[src/hdl/dmm_pkg.sv]
// Package for the dense matrix multiplier: operation codes, field widths,
// register indexes and the control struct passed to the multiply-accumulate unit.
// No dependencies.
package dmm_pkg;

  localparam int OP_W   = 2;
  localparam int POS_W  = 6;
  localparam int VAL_W  = 16;
  localparam int MUL_W  = 2 * VAL_W;
  localparam int PROD_W = 35;
  localparam int DIM_W  = 4;
  localparam int IDX_W  = 3;
  localparam int CNT_W  = 7;

  localparam logic [OP_W-1:0] OP_LOAD_A  = 2'd0;
  localparam logic [OP_W-1:0] OP_LOAD_B  = 2'd1;
  localparam logic [OP_W-1:0] OP_COMPUTE = 2'd2;

  localparam logic [1:0] REG_ROWS_A    = 2'd0;
  localparam logic [1:0] REG_INNER_DIM = 2'd1;
  localparam logic [1:0] REG_COLS_B    = 2'd2;

  typedef struct packed {
    logic valid;
    logic first;
  } mac_ctl_t;

endpackage

[src/hdl/dmm_mac.sv]
// Shared multiply-accumulate unit: one registered 16x16 signed multiplier
// followed by a 35-bit accumulator. Depends on dmm_pkg.
module dmm_mac
  import dmm_pkg::*;
(
  input  logic                     clk,
  input  logic                     rst,
  input  mac_ctl_t                 ctl,
  input  logic signed [VAL_W-1:0]  a,
  input  logic signed [VAL_W-1:0]  b,
  output logic                     busy,
  output logic signed [PROD_W-1:0] acc
);

  mac_ctl_t                ctl_q;
  logic signed [MUL_W-1:0] prod;

  always_ff @(posedge clk) begin
    if (rst) begin
      ctl_q <= '0;
    end else begin
      ctl_q <= ctl;
    end
  end

  always_ff @(posedge clk) begin
    prod <= MUL_W'(a) * MUL_W'(b);
  end

  // The first term of a dot product replaces the old sum instead of adding to it.
  always_ff @(posedge clk) begin
    if (ctl_q.valid) begin
      if (ctl_q.first) begin
        acc <= {{(PROD_W-MUL_W){prod[MUL_W-1]}}, prod};
      end else begin
        acc <= acc + {{(PROD_W-MUL_W){prod[MUL_W-1]}}, prod};
      end
    end
  end

  assign busy = ctl_q.valid;

endmodule

[src/hdl/dense_matrix_multiply.sv]
// Dense matrix multiply C = A x B in signed Q8.8, results exact Q19.16.
// Load items are taken and the block is ready again at once.
// A compute item walks every element of C: each element runs inner reads
// through the single shared multiply-accumulate unit, then drains the
// pipeline and goes into the output register.
// Reset (synchronous) sets the three shape registers to 8; stores are not cleared.
module dense_matrix_multiply
  import dmm_pkg::*;
#(
  parameter int MAX_DIM = 8
) (
  input  logic        clk,
  input  logic        rst,
  input  logic        s_tvalid,
  output logic        s_tready,
  input  logic [23:0] s_tdata,   // position[5:0], value[21:6], zero pad
  input  logic [1:0]  s_tuser,   // operation[1:0]
  output logic        m_tvalid,
  input  logic        m_tready,
  output logic [47:0] m_tdata,   // product[34:0], out_row[37:35], out_col[40:38], zero pad
  output logic        m_tlast,
  input  logic        psel,
  input  logic        penable,
  input  logic        pwrite,
  input  logic [3:0]  paddr,
  input  logic [31:0] pwdata,
  output logic [31:0] prdata,
  output logic        pready
);

  localparam int DEPTH = MAX_DIM * MAX_DIM;
  localparam int AW    = (DEPTH > 1) ? $clog2(DEPTH) : 1;

  localparam logic [1:0] ST_IDLE  = 2'd0;
  localparam logic [1:0] ST_RUN   = 2'd1;
  localparam logic [1:0] ST_DRAIN = 2'd2;
  localparam logic [1:0] ST_EMIT  = 2'd3;

  logic [DIM_W-1:0] rows_a, inner_dim, cols_b;
  logic [DIM_W-1:0] m_dim, n_dim, p_dim;
  logic [7:0]       area_a, area_b;

  logic [1:0]       state;
  logic [IDX_W-1:0] i_idx, j_idx, k_idx;
  logic [CNT_W-1:0] row_base, ia, ib;
  logic             k_end, j_end, i_end;

  logic signed [VAL_W-1:0] mem_a [DEPTH];
  logic signed [VAL_W-1:0] mem_b [DEPTH];
  logic signed [VAL_W-1:0] a_q, b_q;
  logic                    rd_issue;
  mac_ctl_t                rd_ctl;
  logic                    mac_busy;
  logic signed [PROD_W-1:0] acc;

  logic [OP_W-1:0]  in_op;
  logic [POS_W-1:0] in_pos;
  logic [VAL_W-1:0] in_val;
  logic             in_fire;
  logic             out_free;

  logic [PROD_W-1:0] out_product;
  logic [IDX_W-1:0]  out_row, out_col;

  function automatic logic [DIM_W-1:0] clamp_dim(input logic [DIM_W-1:0] raw);
    logic [DIM_W-1:0] v;
    begin
      v = raw;
      if (raw == '0) begin
        v = DIM_W'(1);
      end else if (raw > DIM_W'(MAX_DIM)) begin
        v = DIM_W'(MAX_DIM);
      end
      return v;
    end
  endfunction

  // Configuration registers.
  assign pready = 1'b1;

  always_ff @(posedge clk) begin
    if (rst) begin
      rows_a    <= DIM_W'(8);
      inner_dim <= DIM_W'(8);
      cols_b    <= DIM_W'(8);
    end else if (psel && penable && pwrite && pready) begin
      case (paddr[3:2])
        REG_ROWS_A:    rows_a    <= pwdata[DIM_W-1:0];
        REG_INNER_DIM: inner_dim <= pwdata[DIM_W-1:0];
        REG_COLS_B:    cols_b    <= pwdata[DIM_W-1:0];
        default: ;
      endcase
    end
  end

  always_comb begin
    case (paddr[3:2])
      REG_ROWS_A:    prdata = {28'd0, rows_a};
      REG_INNER_DIM: prdata = {28'd0, inner_dim};
      REG_COLS_B:    prdata = {28'd0, cols_b};
      default:       prdata = '0;
    endcase
  end

  assign m_dim  = clamp_dim(rows_a);
  assign n_dim  = clamp_dim(inner_dim);
  assign p_dim  = clamp_dim(cols_b);
  assign area_a = {4'b0000, m_dim} * {4'b0000, n_dim};
  assign area_b = {4'b0000, n_dim} * {4'b0000, p_dim};

  // Input side.
  assign in_op    = s_tuser;
  assign in_pos   = s_tdata[POS_W-1:0];
  assign in_val   = s_tdata[POS_W+VAL_W-1:POS_W];
  assign s_tready = (state == ST_IDLE);
  assign in_fire  = s_tvalid && s_tready;

  always_ff @(posedge clk) begin
    if (in_fire && in_op == OP_LOAD_A && {2'b00, in_pos} < area_a) begin
      mem_a[in_pos[AW-1:0]] <= in_val;
    end
  end

  always_ff @(posedge clk) begin
    if (in_fire && in_op == OP_LOAD_B && {2'b00, in_pos} < area_b) begin
      mem_b[in_pos[AW-1:0]] <= in_val;
    end
  end

  assign rd_issue = (state == ST_RUN);

  always_ff @(posedge clk) begin
    if (rd_issue) begin
      a_q <= mem_a[ia[AW-1:0]];
      b_q <= mem_b[ib[AW-1:0]];
    end
  end

  always_ff @(posedge clk) begin
    if (rst) begin
      rd_ctl <= '0;
    end else begin
      rd_ctl.valid <= rd_issue;
      rd_ctl.first <= (k_idx == '0);
    end
  end

  dmm_mac u_mac (
    .clk  (clk),
    .rst  (rst),
    .ctl  (rd_ctl),
    .a    (a_q),
    .b    (b_q),
    .busy (mac_busy),
    .acc  (acc)
  );

  // Sequencer over rows, columns and the inner index.
  assign k_end    = ({1'b0, k_idx} == n_dim - DIM_W'(1));
  assign j_end    = ({1'b0, j_idx} == p_dim - DIM_W'(1));
  assign i_end    = ({1'b0, i_idx} == m_dim - DIM_W'(1));
  assign out_free = !m_tvalid || m_tready;

  always_ff @(posedge clk) begin
    if (rst) begin
      state <= ST_IDLE;
    end else begin
      case (state)
        ST_IDLE: begin
          if (in_fire && in_op == OP_COMPUTE) begin
            state <= ST_RUN;
          end
        end
        ST_RUN: begin
          if (k_end) begin
            state <= ST_DRAIN;
          end
        end
        ST_DRAIN: begin
          if (!rd_ctl.valid && !mac_busy) begin
            state <= ST_EMIT;
          end
        end
        ST_EMIT: begin
          if (out_free) begin
            state <= (i_end && j_end) ? ST_IDLE : ST_RUN;
          end
        end
        default: state <= ST_IDLE;
      endcase
    end
  end

  always_ff @(posedge clk) begin
    case (state)
      ST_IDLE: begin
        i_idx    <= '0;
        j_idx    <= '0;
        k_idx    <= '0;
        row_base <= '0;
        ia       <= '0;
        ib       <= '0;
      end
      ST_RUN: begin
        if (!k_end) begin
          k_idx <= k_idx + IDX_W'(1);
          ia    <= ia + CNT_W'(1);
          ib    <= ib + {3'b000, p_dim};
        end
      end
      ST_EMIT: begin
        if (out_free) begin
          k_idx <= '0;
          if (j_end) begin
            i_idx    <= i_idx + IDX_W'(1);
            j_idx    <= '0;
            row_base <= row_base + {3'b000, n_dim};
            ia       <= row_base + {3'b000, n_dim};
            ib       <= '0;
          end else begin
            j_idx <= j_idx + IDX_W'(1);
            ia    <= row_base;
            ib    <= {4'b0000, j_idx} + CNT_W'(1);
          end
        end
      end
      default: ;
    endcase
  end

  // Output register; it holds one finished element while the sequencer moves on.
  always_ff @(posedge clk) begin
    if (rst) begin
      m_tvalid <= 1'b0;
    end else if (state == ST_EMIT && out_free) begin
      m_tvalid <= 1'b1;
    end else if (m_tready) begin
      m_tvalid <= 1'b0;
    end
  end

  always_ff @(posedge clk) begin
    if (state == ST_EMIT && out_free) begin
      out_product <= acc;
      out_row     <= i_idx;
      out_col     <= j_idx;
      m_tlast     <= i_end && j_end;
    end
  end

  assign m_tdata = {7'd0, out_col, out_row, out_product};

endmodule

[config.mk]
export PLATFORM = sky130hd
export DESIGN_NAME = dense_matrix_multiply
export DESIGN_NICKNAME = d
export VERILOG_FILES = /design/src/hdl/dmm_pkg.sv /design/src/hdl/dmm_mac.sv /design/src/hdl/dense_matrix_multiply.sv
export SDC_FILE = /design/constraint.sdc
export NUM_CORES = 2
export LEC_CHECK = 0
export ABC_CLOCK_PERIOD_IN_PS = 11550
export BUFFER_PORTS_ARGS = -buffer_cell sky130_fd_sc_hd__buf_2
export CAP_MARGIN = 20
export CELL_PAD_IN_SITES_DETAIL_PLACEMENT = 1
export CELL_PAD_IN_SITES_GLOBAL_PLACEMENT = 1
export CORE_ASPECT_RATIO = 0.8
export CORE_UTILIZATION = 40
export DETAILED_ROUTE_END_ITERATION = 16
export GPL_TIMING_DRIVEN = 0
export PLACE_DENSITY = 0.72
export SYNTH_ARGS = -nofsm -noshare
export SYNTH_HDL_FRONTEND = slang
export SYNTH_SLANG_ARGS = --single-unit
[constraint.sdc]
create_clock -name clk -period 11.55 [get_ports clk]
set_input_delay 1.155 -clock clk [delete_from_list [all_inputs] [get_ports clk]]
set_output_delay 1.155 -clock clk [all_outputs]
set_load 0.1 [all_outputs]
Word-level counts from Yosys, hierarchy flattened

Memories as Yosys holds them, arrays and structs flattened. A register that Yosys moved wholly into a read port is not among the register bits.
Index checks and enable logic that the tools add are counted.

Memories: 2
Word-level logic and storage cells: 128
Input bits: 69
RAM bits: 2048
Bits in registers: 158
Output and inout bits: 84

Memory list:

| name  | words | bits a word | rd ports | clocked after Yosys merged registers in | wr ports | line                        | RTL |
|---|---|---|---|---|---|---|---|
| mem_a | 64    | 16          | 1        | 1                                       | 1        | dense_matrix_multiply.sv:48 | `logic signed [VAL_W-1:0] mem_a [DEPTH];` |
| mem_b | 64    | 16          | 1        | 1                                       | 1        | dense_matrix_multiply.sv:49 | `logic signed [VAL_W-1:0] mem_b [DEPTH];` |

Reductions and logical operators: 32
Muxes and demuxes: 38
Equality and inequality tests: 16
$lt $le $gt $ge: 5
Add/sub/neg operators: 11
Multiply operators: 3

Operators with widths:

| cell                | number |
|---|---|
| $pmux 7 s3          | 2 |
| $add 35x35->35      | 1 |
| $mux 35             | 1 |
| $mux 7              | 5 |
| $mul 16x16->32      | 1 |
| $mux 4              | 7 |
| $mux 3              | 6 |
| $lt 6x8->1          | 2 |
| $mul 4x4->8         | 2 |
| $add 7x4->7         | 2 |
| $pmux 7 s2          | 1 |
| $eq 3x4->1          | 3 |
| $gt 4x4->1 const B  | 3 |
| $logic_not 4->1     | 3 |
| $pmux 3 s2          | 2 |
| $pmux 4 s3          | 1 |
| $sub 4x1->4 const B | 3 |
| $logic_and 1x1->1   | 11 |
| $ne 2x2->1 const B  | 5 |
| $add 3x1->3 const B | 3 |
| $pmux 3 s3          | 1 |
| $eq 2x2->1 const B  | 4 |
| $mux 2              | 4 |
| $pmux 2 s4          | 1 |
| 14 further kinds    | 31 |

Logic depth before layout (Yosys ltp)

Word-level depth: 9
Gate-level depth with buffers: 24
Depth with buffers taken out: 23

Hierarchy

From an unflattened synthesis, not the netlist that was laid out.

Cell total of the unflattened synthesis: 5557
Area, all modules: 99086.3 µm²

By module, submodules not included:

| module                | times used | sequential area each (µm²) | area each (µm²) | cells each |
|---|---|---|---|---|
| dense_matrix_multiply | 1          | 64872.2                    | 85104.1         | 4027 |
| dmm_mac               | 1          | 1731.7                     | 13982.2         | 1530 |

Worst setup path before layout

OpenSTA, ideal clock, no wires.

Path kind: register to register
Start: register b_q[1] (read register of mem_b)
End: register u_mac.prod[30]
Stages on the path, launching flop included: 23
Library setup time: 0.072 ns
Data required time: 11.478 ns
Slack: 5.377 ns
Path buffers: 1
Clock period less this slack: 6.173 ns
Arrival time: 6.101 ns
Cells stage by stage: edfxtp_1 > clkbuf_1 > nand2_1 > fa_1 > fa_1 > fa_1 > inv_1 > fa_1 > fa_1 > inv_1 > fa_1 > inv_1 > ha_1 > a211oi_1 > o21ai_1 > or3_1 > a211oi_1 > nor2_1 > nor3b_1 > o41ai_2 > o2111ai_1 > a21oi_1 > xnor2_1

Word-level cells in the longest chain between the ends: 1

Ends and longest elaborated chain:

| element              | line                        | RTL |
|---|---|---|
| start, declared      | dense_matrix_multiply.sv:50 | `logic signed [VAL_W-1:0] a_q, b_q;` |
| $mul 16x16->32       | dmm_mac.sv:27               | `prod <= MUL_W'(a) * MUL_W'(b);` |
| end signal, assigned | dmm_mac.sv:27               |  |
| end, declared        | dmm_mac.sv:16               | `logic signed [MUL_W-1:0] prod;` |

No other way between the ends.
A chain may end at the register's enable or synchronous reset.

Worst setup path in the final report

Start: register a_q[12] (read register of mem_a)
End: register u_mac.prod[30]

Word-level cells in the longest chain between the ends: 1

Ends and longest elaborated chain:

| element         | line |
|---|---|
| start, declared | dense_matrix_multiply.sv:50 |
| $mul 16x16->32  | dmm_mac.sv:27 |

No other way between the ends.

==> run summary <==
Global routing
• 22 — antenna violations before repair
• 55740 — number of global-route vias before repair
• 397.9 mm — global-route wire length before repair
• 0 — GR Overflow Total
• 22.18% — Total GRT Usage
• 93 — maximum number of pins on one net before global-route repair

Layout
• 45.95% — final cell utilization of the core
• 13.94% — area added between synthesis and finish
• 20.56% — share of layout cells above drive strength 1
• 6476 — Final #Nets
• 112100 um2 — post-route design area
• 23300 — fillcell total

Routing
• 6546 — number of DRC markers after the initial detailed-route iteration
• 53540 — via count
• 27.07 mm — met3 WL
• 5.689 — Via density
• 126.1 mm — met2 wire length
• 0 — total DRC errors in the routed layout
• met5 — Top Layer Used
• 29.47 um — average wire per standard cell
• 0 — antenna-violating nets left
• 115.4 mm — routed length on met1
• 277.4 mm — total wire length
• 5 — DRT Pass-1 Iters

Timing
• 0 — count of endpoints failing setup in the final report
• 18.26% — headroom to the max-slew limit
• 0 — Final Hold Violating Endpoints
• no — setup repair after global routing missed its margin
• 0 — max-slew violations
• 121.1 ps — Layout Skew
• 1226 ps — actual transition at the worst max-transition pin
• 7430 ps — clock period minus final worst setup slack
• 64.32% — Final period util
• 134.6 MHz — Max Freq
• 0 ps — Total Neg Setup Slack

Clock tree
• 4 — Bufs on Longest Clock Path
• yes — CTS tree
• sky130_fd_sc_hd__clkbuf_16 — root buffer cell
• 70 ps — clock slew seen by the registers of the worst setup and hold paths
• 0 — Post-CTS Resized
• 0 — number of buffers inserted by hold repair at cts
• 2235 — number of clock sinks seen by CTS
• 216 — clock buffers created by TritonCTS
• 0 — buffers inserted during post-CTS setup optimization
• 920 ps — clock latency at the later pin of the worst-skew pair
• 4 — H-tree lvl count

Synthesis
• 66.64% — share of the synthesized area in the top cell type
• 67.68% — fraction of the yosys area taken by sequential cells
• 98420 um2 — post-synthesis instance area
• 0.8721% — xor and xnor fraction of the mapped netlist area
• 2184 — number of flops mapped to enable cells by yosys
• 0 — yosys warns
• sky130_fd_sc_hd__edfxtp_1 — largest area contributor in the synthesized netlist
• 3.537% — area share of and/or/nand/nor cells after synthesis
• 3.661% — compound-cell area share of the yosys netlist
• 13.84% — proportion of synthesized area in mux cells
• 0% — ys async rst share
• 5504 — post-synthesis instance total
• 77 — number of distinct library cell variants in the gate-level netlist after synthesis
• sky130_fd_sc_hd__edfxtp_1, sky130_fd_sc_hd__mux4_2, sky130_fd_sc_hd__fa_1, sky130_fd_sc_hd__ha_1, sky130_fd_sc_hd__mux2i_1 — top cells by area in the synthesized netlist
• 17.88 um2 — average size of a mapped cell
• sky130_fd_sc_hd__edfxtp_1 — most used flip-flop cell after synthesis
• multiplexers — combinational family with the most area after synthesis
• 2235 — synthesized flop and latch total
• 7.727% — adder-cell area share of the yosys netlist

Floorplan
• 248000 um2 — DIE AREA
• 244000 um2 — area of the core
• 162 — Cell Rows
• 556.6 um — Die X-Extent
• 445.7 um — Die Height
• 40.33% — effective utilization at floorplan
• 153 — ports placed on the boundary

Worst hold path
• out_product[31]$_DFFE_PP_ — worst hold endpoint
• 0 — hold-critical path depth
• register to register — Hold WC Path Type
• u_mac.acc[31]$_DFFE_PP_ — critical hold path startpoint

Critical path
• a_q[12]$_DFFE_PP_ — reg2reg start
• 4120 ps — Worst R2R Setup Slack
• register — endpoint class of the critical path
• register to register — start-to-end type of the worst setup path
• 22 — depth of the worst register-to-register path
• 8170 ps — CP arrival
• u_mac.prod[30]$_DFF_P_ — worst r2r dst
• 12290 ps — required time worst endpoint
• register — Worst setup SP type
• 10 — maximum fanout along the worst path

Placement
• 105400 um2 — instance area after placement
• 80 — IO buf count
• 194.3 mm — post-detail-place hpwl
• 0.9007 — global placement routability congestion

Run
• 0 — maximum capacitance violations

Outcome
• complete, no violations — result of the run

## worst max path at each step
stage,startpoint,end,cells past startpoint
floorplan,b_q[1]$_DFFE_PP_,u_mac.prod[30]$_DFF_P_,22
global placement,a_q[12]$_DFFE_PP_,u_mac.prod[30]$_DFF_P_,22
detailed placement,a_q[12]$_DFFE_PP_,u_mac.prod[30]$_DFF_P_,22
CTS,a_q[12]$_DFFE_PP_,u_mac.prod[30]$_DFF_P_,22
global route,a_q[12]$_DFFE_PP_,u_mac.prod[30]$_DFF_P_,22
finish,a_q[12]$_DFFE_PP_,u_mac.prod[30]$_DFF_P_,22
## synthesized netlist by cell type (6+ instances only)
master,instances
sky130_fd_sc_hd__edfxtp_1,2184
sky130_fd_sc_hd__ha_1,171
sky130_fd_sc_hd__mux2_2,65
sky130_fd_sc_hd__o21bai_1,17
sky130_fd_sc_hd__buf_1,48
sky130_fd_sc_hd__nor2b_1,28
sky130_fd_sc_hd__nand2_1,275
sky130_fd_sc_hd__xnor2_1,63
sky130_fd_sc_hd__nor2_1,203
sky130_fd_sc_hd__a31oi_1,7
sky130_fd_sc_hd__clkbuf_1,184
sky130_fd_sc_hd__and3_1,6
sky130_fd_sc_hd__or3_1,8
sky130_fd_sc_hd__a21oi_1,197
sky130_fd_sc_hd__mux4_2,480
sky130_fd_sc_hd__nand2b_1,11
sky130_fd_sc_hd__o221ai_1,64
sky130_fd_sc_hd__inv_1,365
sky130_fd_sc_hd__buf_4,36
sky130_fd_sc_hd__and2_1,127
sky130_fd_sc_hd__fa_1,273
sky130_fd_sc_hd__nor3_1,15
sky130_fd_sc_hd__buf_2,23
sky130_fd_sc_hd__mux2i_1,208
sky130_fd_sc_hd__nand4_1,11
sky130_fd_sc_hd__xor2_1,35
sky130_fd_sc_hd__nand3_1,20
sky130_fd_sc_hd__dfxtp_1,51
sky130_fd_sc_hd__o22ai_1,73
sky130_fd_sc_hd__o21a_1,13
sky130_fd_sc_hd__nand3_4,7
sky130_fd_sc_hd__o21ai_0,126
sky130_fd_sc_hd__a21o_1,30
## registers in the layout, indices dropped and copies added (netlist names), 4 cells and up
signal / count
inner_dim: 4
a_q: 16
row_base: 6
u_mac.prod: 32
ib: 6
u_mac.acc: 35
rows_a: 4
out_product: 35
mem_b: 1024
mem_a: 1024
b_q: 16
ia: 6
cols_b: 4
## critical path, stage by stage, from the launching register on
cell and delay (ps):
sky130_fd_sc_hd__edfxtp_1 630, sky130_fd_sc_hd__clkbuf_1 560, sky130_fd_sc_hd__nand2_1 190, sky130_fd_sc_hd__fa_1 540
sky130_fd_sc_hd__fa_1 510, sky130_fd_sc_hd__fa_1 540, sky130_fd_sc_hd__inv_1 70, sky130_fd_sc_hd__fa_1 490
sky130_fd_sc_hd__fa_1 490, sky130_fd_sc_hd__inv_1 50, sky130_fd_sc_hd__fa_1 470, sky130_fd_sc_hd__inv_1 40
sky130_fd_sc_hd__ha_1 340, sky130_fd_sc_hd__a211oi_1 230, sky130_fd_sc_hd__o21ai_1 110, sky130_fd_sc_hd__or3_1 320
sky130_fd_sc_hd__a211oi_1 380, sky130_fd_sc_hd__nor2_1 160, sky130_fd_sc_hd__nor3b_1 220, sky130_fd_sc_hd__o41ai_2 470
sky130_fd_sc_hd__o2111ai_1 210, sky130_fd_sc_hd__a21oi_1 210, sky130_fd_sc_hd__xnor2_1 130
## stage by stage
stage	hold slack (ps)	cells	worst slack, ps
2_1_floorplan	413.8	5538	5377
3_3_place_gp	452.0	8898	4060
3_5_place_dp	453.5	9020	4114
4_1_cts	471.7	9403	4051
5_1_grt	486.3	9409	3782
6_report	466.6	9411	4120
## kinds of logic (layout without fill, tap and decap cells)
| family | count (synthesis) | count (layout) |
|---|---|---|
| flops | 2235 | 2235 |
| mux | 753 | 753 |
| simple gates | 733 | 733 |
| buf+inv | 658 | 1248 |
| compound gates | 581 | 581 |
| fa+ha+maj | 444 | 444 |
| xor+xnor | 98 | 98 |
| other cells | 2 | 39 |
## cell type report
cell class              count  area [um2]  area share [%]
diodes                      3       7.507        0.006695
plain buffers             291        1265           1.128
clock buffers             258        5563           4.961
clock inverters           125        1049          0.9350
inverters                 367        1378           1.228
multi-input cells        2645       29630           26.42
flip-flops and latches   2235       66610           59.40
well taps                3280        4104           3.660
repair buffers            207        2537           2.263
## cell usage in the layout, fill, tap and decap left out, types with 73 or more instances in the layout
cell                           n
sky130_fd_sc_hd__edfxtp_1   2184
sky130_fd_sc_hd__mux4_2      480
sky130_fd_sc_hd__inv_1       365
sky130_fd_sc_hd__nand2_1     275
sky130_fd_sc_hd__fa_1        273
sky130_fd_sc_hd__clkbuf_1    219
sky130_fd_sc_hd__clkbuf_16   216
sky130_fd_sc_hd__mux2i_1     208
sky130_fd_sc_hd__a21oi_1     197
sky130_fd_sc_hd__ha_1        170
sky130_fd_sc_hd__and2_1      127
sky130_fd_sc_hd__o21ai_0     126
sky130_fd_sc_hd__nor2_2      118
sky130_fd_sc_hd__buf_2        87
sky130_fd_sc_hd__buf_8        87
sky130_fd_sc_hd__nor2_1       86
sky130_fd_sc_hd__o22ai_1      73
## metal layers
| layer | vias up | GRT usage [%] |
|---|---|---|
| met5 | - | 0 |
| met4 | 16 | 6.442 |
| met3 | 497 | 5.409 |
| met2 | 2509 | 34.16 |
| met1 | 28420 | 31.30 |
| li1 | 22110 | - |
Power is left out: the tool's default activity adds up to more than one toggle a clock period on the data nets, which glitch-free logic cannot reach.
